$ cat config.mk
export PLATFORM = sky130hd
export DESIGN_NAME = buddy_block_allocate_core
export DESIGN_NICKNAME = d
export VERILOG_FILES = /design/src/bba_pkg.sv /design/src/bba_front.sv /design/src/bba_queue.sv /design/src/bba_back.sv /design/src/buddy_block_allocate_core.sv
export SDC_FILE = /design/constraint.sdc
export NUM_CORES = 1
export LEC_CHECK = 0
export BUFFER_PORTS_ARGS = -buffer_cell sky130_fd_sc_hd__buf_2
export CAP_MARGIN = 25
export CORE_AREA = 2 2 169 171
export CTS_CLUSTER_DIAMETER = 50
export DETAILED_ROUTE_END_ITERATION = 8
export DIE_AREA = 0 0 171 173
export HOLD_SLACK_MARGIN = 0.15
export PLACE_DENSITY = 0.73
export SETUP_SLACK_MARGIN = 0.02
export SLEW_MARGIN = 20
export SYNTH_ARGS = -nofsm -noshare
export SYNTH_HDL_FRONTEND = slang
export SYNTH_SLANG_ARGS = --single-unit
$ cat constraint.sdc
create_clock -name clk -period 5.66 [get_ports clk]
set_clock_uncertainty 0.15 [all_clocks]
set_input_delay 0.283 -clock clk [delete_from_list [all_inputs] [get_ports clk]]
set_output_delay 0.283 -clock clk [all_outputs]
set_load 0.02 [all_outputs]
$ cat src/bba_pkg.sv
// Shared types and constants for the buddy block allocator.
package bba_pkg;

    localparam int DEF_MAX_ORDER    = 16;
    localparam int DEF_MIN_ORDER    = 4;
    localparam int DEF_HEADER_BYTES = 16;

    localparam int SIZE_W = 16;   // request size field
    localparam int OFF_W  = 16;   // pool offsets, data offset field
    localparam int GORD_W = 5;    // granted order field
    localparam int NEED_W = 17;   // size plus header
    localparam int ORD_W  = 6;    // order values 0..MAX_ORDER+1

    localparam int QUEUE_DEPTH = 2;
    localparam int QPTR_W      = $clog2(QUEUE_DEPTH);
    localparam int QCNT_W      = $clog2(QUEUE_DEPTH + 1);

    // classified request, front to back
    typedef struct packed {
        logic             reject;
        logic [ORD_W-1:0] want;
    } cls_t;

    // result word
    typedef struct packed {
        logic              granted;
        logic [OFF_W-1:0]  data_offset;
        logic [GORD_W-1:0] order;
    } rsp_t;

    typedef enum logic [2:0] {
        ST_IDLE,
        ST_SEARCH,
        ST_READ,
        ST_SPLIT,
        ST_DONE
    } st_t;

endpackage

$ cat src/bba_front.sv
// Request classifier: needed block order and reject flag.
module bba_front
    import bba_pkg::*;
#(
    parameter int MAX_ORDER    = DEF_MAX_ORDER,
    parameter int MIN_ORDER    = DEF_MIN_ORDER,
    parameter int HEADER_BYTES = DEF_HEADER_BYTES
)
(
    input  logic [SIZE_W-1:0] request_bytes,
    output cls_t              cls
);

    logic [NEED_W-1:0] need;
    logic [NEED_W-1:0] need_m1;
    logic [ORD_W-1:0]  msb;
    logic [ORD_W-1:0]  ceil_log2;
    logic [ORD_W-1:0]  want;

    always_comb
    begin
        need    = NEED_W'(request_bytes) + NEED_W'(HEADER_BYTES);
        need_m1 = need - NEED_W'(1);
        msb     = '0;
        for (int i = 0; i < NEED_W; i++)
        begin
            if (need_m1[i])
            begin
                msb = ORD_W'(i);
            end
        end
        // ceil(log2(need)); need of one fits order zero
        ceil_log2 = (need_m1 == '0) ? '0 : msb + ORD_W'(1);
        want      = (ceil_log2 < ORD_W'(MIN_ORDER)) ? ORD_W'(MIN_ORDER) : ceil_log2;

        cls.want   = want;
        cls.reject = (request_bytes == '0) || (want > ORD_W'(MAX_ORDER));
    end

endmodule

$ cat src/bba_queue.sv
// Small FIFO of classified requests between front and back.
module bba_queue
    import bba_pkg::*;
(
    input  logic clk,
    input  logic rst_n,
    input  logic push,
    input  cls_t push_data,
    output logic full,
    input  logic pop,
    output logic not_empty,
    output cls_t pop_data
);

    cls_t              entry_reg [QUEUE_DEPTH];
    logic [QPTR_W-1:0] wr_ptr_reg;
    logic [QPTR_W-1:0] rd_ptr_reg;
    logic [QCNT_W-1:0] count_reg;
    logic [QPTR_W-1:0] wr_ptr_next;
    logic [QPTR_W-1:0] rd_ptr_next;
    logic [QCNT_W-1:0] count_next;

    assign full      = (count_reg == QCNT_W'(QUEUE_DEPTH));
    assign not_empty = (count_reg != '0);
    assign pop_data  = entry_reg[rd_ptr_reg];

    always_comb
    begin
        wr_ptr_next = wr_ptr_reg;
        rd_ptr_next = rd_ptr_reg;
        count_next  = count_reg;
        if (push)
        begin
            wr_ptr_next = (wr_ptr_reg == QPTR_W'(QUEUE_DEPTH - 1)) ? '0
                        : wr_ptr_reg + QPTR_W'(1);
        end
        if (pop)
        begin
            rd_ptr_next = (rd_ptr_reg == QPTR_W'(QUEUE_DEPTH - 1)) ? '0
                        : rd_ptr_reg + QPTR_W'(1);
        end
        if (push && !pop)
        begin
            count_next = count_reg + QCNT_W'(1);
        end
        else if (pop && !push)
        begin
            count_next = count_reg - QCNT_W'(1);
        end
    end

    always_ff @(posedge clk or negedge rst_n)
    begin
        if (!rst_n)
        begin
            wr_ptr_reg <= '0;
            rd_ptr_reg <= '0;
            count_reg  <= '0;
        end
        else
        begin
            wr_ptr_reg <= wr_ptr_next;
            rd_ptr_reg <= rd_ptr_next;
            count_reg  <= count_next;
        end
    end

    always_ff @(posedge clk)
    begin
        if (push)
        begin
            entry_reg[wr_ptr_reg] <= push_data;
        end
    end

endmodule

$ cat src/bba_back.sv
// Allocation engine: free-order search, block take, split walk, result register.
module bba_back
    import bba_pkg::*;
#(
    parameter int MAX_ORDER    = DEF_MAX_ORDER,
    parameter int HEADER_BYTES = DEF_HEADER_BYTES
)
(
    input  logic clk,
    input  logic rst_n,
    input  logic q_valid,
    input  cls_t q_entry,
    output logic q_pop,
    output logic rsp_valid,
    input  logic rsp_ready,
    output rsp_t rsp
);

    localparam int AW        = $clog2(MAX_ORDER);
    localparam int MEM_DEPTH = 1 << AW;

    // offsets of free blocks below the top order; top order offset is always 0
    logic [OFF_W-1:0] mem [MEM_DEPTH];
    logic [OFF_W-1:0] rd_data_reg;
    logic [AW-1:0]    rd_addr;
    logic             wr_en;
    logic [AW-1:0]    wr_addr;
    logic [OFF_W-1:0] wr_data;

    st_t              state_reg, state_next;
    logic [MAX_ORDER:0] free_reg, free_next;
    logic [ORD_W-1:0] want_reg, want_next;
    logic [ORD_W-1:0] src_reg, src_next;
    logic [ORD_W-1:0] j_reg, j_next;
    logic [OFF_W-1:0] base_reg, base_next;
    logic             granted_reg, granted_next;
    logic             rsp_valid_reg, rsp_valid_next;
    rsp_t             rsp_reg, rsp_next;

    logic             found;
    logic [ORD_W-1:0] src_c;
    logic [ORD_W-1:0] jm1;

    assign rsp_valid = rsp_valid_reg;
    assign rsp       = rsp_reg;

    always_comb
    begin
        state_next     = state_reg;
        free_next      = free_reg;
        want_next      = want_reg;
        src_next       = src_reg;
        j_next         = j_reg;
        base_next      = base_reg;
        granted_next   = granted_reg;
        rsp_valid_next = rsp_valid_reg;
        rsp_next       = rsp_reg;
        q_pop          = 1'b0;
        wr_en          = 1'b0;

        // lowest free order at or above the wanted one
        found = 1'b0;
        src_c = '0;
        for (int i = MAX_ORDER; i >= 0; i--)
        begin
            if (free_reg[i] && (ORD_W'(i) >= want_reg))
            begin
                found = 1'b1;
                src_c = ORD_W'(i);
            end
        end
        rd_addr = src_c[AW-1:0];

        jm1     = j_reg - ORD_W'(1);
        wr_addr = jm1[AW-1:0];
        wr_data = base_reg + (OFF_W'(1) << jm1);

        if (rsp_valid_reg && rsp_ready)
        begin
            rsp_valid_next = 1'b0;
        end

        unique case (state_reg)
            ST_IDLE:
            begin
                if (q_valid)
                begin
                    q_pop     = 1'b1;
                    want_next = q_entry.want;
                    if (q_entry.reject)
                    begin
                        granted_next = 1'b0;
                        state_next   = ST_DONE;
                    end
                    else
                    begin
                        state_next = ST_SEARCH;
                    end
                end
            end
            ST_SEARCH:
            begin
                if (found)
                begin
                    src_next = src_c;
                    for (int i = 0; i <= MAX_ORDER; i++)
                    begin
                        if (ORD_W'(i) == src_c)
                        begin
                            free_next[i] = 1'b0;
                        end
                    end
                    state_next = ST_READ;
                end
                else
                begin
                    granted_next = 1'b0;
                    state_next   = ST_DONE;
                end
            end
            ST_READ:
            begin
                base_next  = (src_reg == ORD_W'(MAX_ORDER)) ? '0 : rd_data_reg;
                j_next     = src_reg;
                state_next = ST_SPLIT;
            end
            ST_SPLIT:
            begin
                if (j_reg == want_reg)
                begin
                    granted_next = 1'b1;
                    state_next   = ST_DONE;
                end
                else
                begin
                    // upper half of the split block becomes free one order down
                    wr_en = 1'b1;
                    for (int i = 0; i <= MAX_ORDER; i++)
                    begin
                        if (ORD_W'(i) == jm1)
                        begin
                            free_next[i] = 1'b1;
                        end
                    end
                    j_next = jm1;
                end
            end
            ST_DONE:
            begin
                if (!rsp_valid_reg || rsp_ready)
                begin
                    rsp_valid_next = 1'b1;
                    if (granted_reg)
                    begin
                        rsp_next.granted     = 1'b1;
                        rsp_next.data_offset = base_reg + OFF_W'(HEADER_BYTES);
                        rsp_next.order       = GORD_W'(want_reg);
                    end
                    else
                    begin
                        rsp_next = '0;
                    end
                    state_next = ST_IDLE;
                end
            end
            default:
            begin
                state_next = ST_IDLE;
            end
        endcase
    end

    always_ff @(posedge clk or negedge rst_n)
    begin
        if (!rst_n)
        begin
            state_reg     <= ST_IDLE;
            free_reg      <= {1'b1, MAX_ORDER'(0)};
            rsp_valid_reg <= 1'b0;
        end
        else
        begin
            state_reg     <= state_next;
            free_reg      <= free_next;
            rsp_valid_reg <= rsp_valid_next;
        end
    end

    always_ff @(posedge clk)
    begin
        want_reg    <= want_next;
        src_reg     <= src_next;
        j_reg       <= j_next;
        base_reg    <= base_next;
        granted_reg <= granted_next;
        rsp_reg     <= rsp_next;
    end

    always_ff @(posedge clk)
    begin
        if (wr_en)
        begin
            mem[wr_addr] <= wr_data;
        end
        rd_data_reg <= mem[rd_addr];
    end

endmodule

$ cat src/buddy_block_allocate_core.sv
// Top level of the buddy block allocator (allocation side).
//
//  channel  | handshake            | payload
//  ---------+----------------------+---------------------------------------
//  request  | req_valid / req_ready| request_bytes[15:0]
//  result   | rsp_valid / rsp_ready| granted, data_offset[15:0], granted_order[4:0]
//
// One result per request, in request order.
// Rejected request (zero size, too large): engine goes from IDLE to DONE.
// Pool exhausted: IDLE, SEARCH, DONE. Grant: IDLE, SEARCH, READ, SPLIT for
// each order from the source order down to the wanted one, then DONE; the
// split walk writes one buddy offset per cycle to offset memory (one write port).
// Reset: only the top order is free; no clearing pass, ready right away.
// A two-entry queue keeps taking requests while the engine works or a result
// waits; req_ready drops only when that queue is full.
module buddy_block_allocate_core
    import bba_pkg::*;
#(
    parameter int MAX_ORDER    = DEF_MAX_ORDER,
    parameter int MIN_ORDER    = DEF_MIN_ORDER,
    parameter int HEADER_BYTES = DEF_HEADER_BYTES
)
(
    input  logic              clk,
    input  logic              rst_n,
    input  logic              req_valid,
    output logic              req_ready,
    input  logic [SIZE_W-1:0] request_bytes,
    output logic              rsp_valid,
    input  logic              rsp_ready,
    output logic              granted,
    output logic [OFF_W-1:0]  data_offset,
    output logic [GORD_W-1:0] granted_order
);

    cls_t cls_in;      // classified incoming request
    cls_t cls_out;     // head of the queue
    logic q_full;
    logic q_not_empty;
    logic q_pop;
    rsp_t rsp;

    // front: size to order, reject checks
    bba_front #(
        .MAX_ORDER    (MAX_ORDER),
        .MIN_ORDER    (MIN_ORDER),
        .HEADER_BYTES (HEADER_BYTES)
    ) u_front (
        .request_bytes (request_bytes),
        .cls           (cls_in)
    );

    assign req_ready = !q_full;

    // decouples front from the allocation engine
    bba_queue u_queue (
        .clk       (clk),
        .rst_n     (rst_n),
        .push      (req_valid && req_ready),
        .push_data (cls_in),
        .full      (q_full),
        .pop       (q_pop),
        .not_empty (q_not_empty),
        .pop_data  (cls_out)
    );

    // back: search, take, split, result register
    bba_back #(
        .MAX_ORDER    (MAX_ORDER),
        .HEADER_BYTES (HEADER_BYTES)
    ) u_back (
        .clk       (clk),
        .rst_n     (rst_n),
        .q_valid   (q_not_empty),
        .q_entry   (cls_out),
        .q_pop     (q_pop),
        .rsp_valid (rsp_valid),
        .rsp_ready (rsp_ready),
        .rsp       (rsp)
    );

    assign granted       = rsp.granted;
    assign data_offset   = rsp.data_offset;
    assign granted_order = rsp.order;

endmodule

==> flow_summary.ini <==
[outcome]
run_status = completed

[worst_setup_path]
worst-r2r-setup-slack_ns = 0.54
crit_path_max_fanout = 16
critical_path.top_delay_family = simple AND/OR/NAND/NOR gates
critPathKind = reg2reg
crit_required_ns = 5.62
slowest_delay_ns = 0.47
critical_path_buf_inv_count = 1
timing.critical_path.to_type = register
worstPathCellList = nor3_1, nor3b_1, xnor2_1, nand2_1, nor2_1, nand2_1, nor2_1, ha_1, inv_1, fa_1, nor2b_1, o21ai_0, a21boi_1, o21ai_0, a21boi_1, o2111ai_1, a31oi_1, or4b_1, nand3_1
cpMaxStageDelayCell = edfxtp_1
worstSetupStartpointType = register
worst_ep_arrival_time_ns = 5.08

[detailed_routing]
drt_total_wl_um = 39630
detailedRoute.firstPassIterationCount = 6
drt.antenna.violating_nets = 0
detail_route.drc_violations = 0
vias_per_instance = 6.322
vias = 10870
routedWlPerCell_um = 23.05
detailedRoute.firstIterationViolations = 1422

[sta]
final_period_minus_worst_setup_slack_ns = 5.115
tns_ns = 0
worstMarginPinSlew_ns = 1.073
finalCritPeriodShare_pct = 90.37
slew_viol_final = 0
hold_violations = 0
max_slew_margin_pct = 28.18
report.final.setup_viol = 0
grt_setup_unrepaired = false
fmax_ghz = 0.1955

[clock_tree]
setup_bufs_post_cts = 0
cts.htree.levels = 2
clock_sink_count = 367
clock_path_buffers = 3
cts_tree = built
postCtsResizedCells = 0
cts-buffers-inserted = 41
clkLatencyLatePin_ns = 0.54
cts.hold.buffers_added = 3
root_buffer = clkbuf_16
clk_transition_reported_paths_ns = 0.07

[grt]
grt_first_pass_wirelength_um = 60580
grt_max_degree = 37
grt_util_all_layers_pct = 27.32
vias_in_the_first_global_route = 10310
globalRoute.totalOverflow = 0
grt_antenna_before_repair = 0

[floorplanning]
fp.dieH_um = 173
design.portCount = 44
placeable_area_um2 = 27630
die_area_um2 = 29580
die-width_um = 171
rows = 61
initial_core_util_pct = 59.67

[yosys]
synth_flop_cell = edfxtp_1
synth.yosys.seq_area_share_pct = 65.12
number_of_enable_type_register_cells_in_the_synthesized_netlist = 326
synth_cell_area_um2 = 16490
synthesis.instances = 1242
synth.lib_cells_used.distinct = 88
synth_top_area_share_pct = 59.38
synth_area_leaders = edfxtp_1 59%, mux2i_1 3.9%, dfrtp_1 3.6%
ys_warn_count = 0
postSynthRegisterBits = 367
syn-mean-instance-area_um2 = 13.27
async_reset_ff_share_pct = 6.812
synth.largest_area_cell = edfxtp_1

[layout]
layout-area-overhead-vs-synth_pct = 12.56
postLayoutCoreUtil_pct = 67.17
drive_above_1_share_pct = 14.32
area_of_all_sequential_standard_cells_um2 = 10740
nNetsFinal = 1354
multi_input_logic_area_um2 = 5363
n_antenna_cell = 0
final.fill_count = 1960
largest_register_ff_count = 256

[power]
ir_drop_uv = 254.5
p_leak_nw = 7.030
power.density_nw_per_um2 = 342.7

[worst_hold_path]
holdCritPathClass = in2async

[placement]
dp.final_hpwl_um = 24460
place.gp.congestion = 0.8655
numPortBuffers = 43

[flow_run]
maxCapViolCount = 0
layout by cell type, fill, tap and decap left out, types with 11 or more instances in the layout:
| cell | instances |
|---|---|
| and3_1 | 23 |
| a211oi_1 | 20 |
| and2_1 | 33 |
| buf_2 | 43 |
| a21oi_1 | 27 |
| buf_4 | 33 |
| xor2_1 | 13 |
| nor2_1 | 90 |
| mux2_2 | 17 |
| nor2b_1 | 30 |
| a22o_1 | 20 |
| dfrtp_1 | 24 |
| nor3_1 | 18 |
| inv_1 | 26 |
| clkbuf_16 | 42 |
| clkbuf_1 | 13 |
| nand3_1 | 39 |
| a31oi_1 | 13 |
| edfxtp_1 | 326 |
| dfxtp_1 | 16 |
| o22ai_1 | 25 |
| xnor2_1 | 25 |
| nand2_1 | 85 |
| nand2b_1 | 11 |
| o21ai_0 | 37 |
| ha_1 | 25 |
| mux2i_1 | 64 |
metal layers:
layer  vias to the layer above  track usage [%]  part of all wire, %
met5                         -                0                    0
met4                         0            8.969                  3.1
met1                      5312            39.90                   41
li1                       4892                -                    -
met3                        90            4.578                  9.5
met2                       574            42.07                   46
cell families after synthesis:
logic type	count (synthesis)	synth area share (%)
compound gates	247	10.77
xor+xnor	40	2.125
fa+ha+maj	26	2.019
buf+inv	91	2.580
flops	367	65.12
mux	82	5.115
other cells	1	0.02275
simple gates	388	12.25
area by class of cell:
type	instances	share of cell area, %
inverters	28	0.5663
clock buffers	60	6.297
flip-flops and latches	367	57.85
repair buffers	85	3.007
well taps	378	2.549
clock inverters	16	0.8293
multi-input cells	785	28.90
final timing paths:
| kind | start | end | cells past startpoint |
|---|---|---|---|
| max | u_back.j_reg[1] | u_back.mem[9][14] | 19 |
| min | rst_n | u_back.free_reg[8] | 2 |
| max reg2reg | u_back.j_reg[1] | u_back.mem[9][14] | 19 |
| min reg2reg | u_back.mem[0][5] | u_back.rd_data_reg[5] | 2 |
| max in group asynchronous | rst_n | u_back.free_reg[7] | 2 |
| min in group clk | request_bytes[15] | u_queue.entry_reg[0][3] | 5 |
metrics by stage:
step / hold WS, ns / total power [mW] / instance area [µm²] / std cells / worst slack, ns
after detailed placement: 0.1839 / 3.848 / 17150 / 1636 / 0.4514
after floorplan: -0.1626 / 3.700 / 16490 / 1243 / 1.159
final: 0.1825 / 6.361 / 18560 / 1719 / 0.5449
after global routing: 0.2176 / 6.577 / 18560 / 1719 / 0.02578
after CTS: 0.1578 / 6.379 / 18500 / 1715 / 0.4247
after global placement: 0.1723 / 3.832 / 17130 / 1634 / 0.6180
where the power goes:
| group | switching [mW] | internal, mW |
|---|---|---|
| clock network | 1.05 | 1.50 |
| registers | 0.177 | 3.10 |
| logic | 0.320 | 0.210 |
cell usage after synthesis (all sizes together), types with 5 or more instances:
master and count:
edfxtp 326, nor2 94, nand2 86, mux2i 64, o21ai 46, buf 41, nand3 39, and2 33
nor2b 30, inv 28, a21oi 27, xnor2 27, ha 25, o22ai 25, dfrtp 24, and3 23
clkbuf 22, a211oi 20, a22o 20, nor3 20, mux2 18, dfxtp 16, a31oi 14, xor2 13
nand2b 12, a221oi 10, a222oi 10, nand4 10, a32oi 9, nor4 8, o211ai 8, o31ai 8
nor3b 7, a2111oi 6, a21boi 6, and4 5
Note: power is estimated with default switching activity, not from simulation.
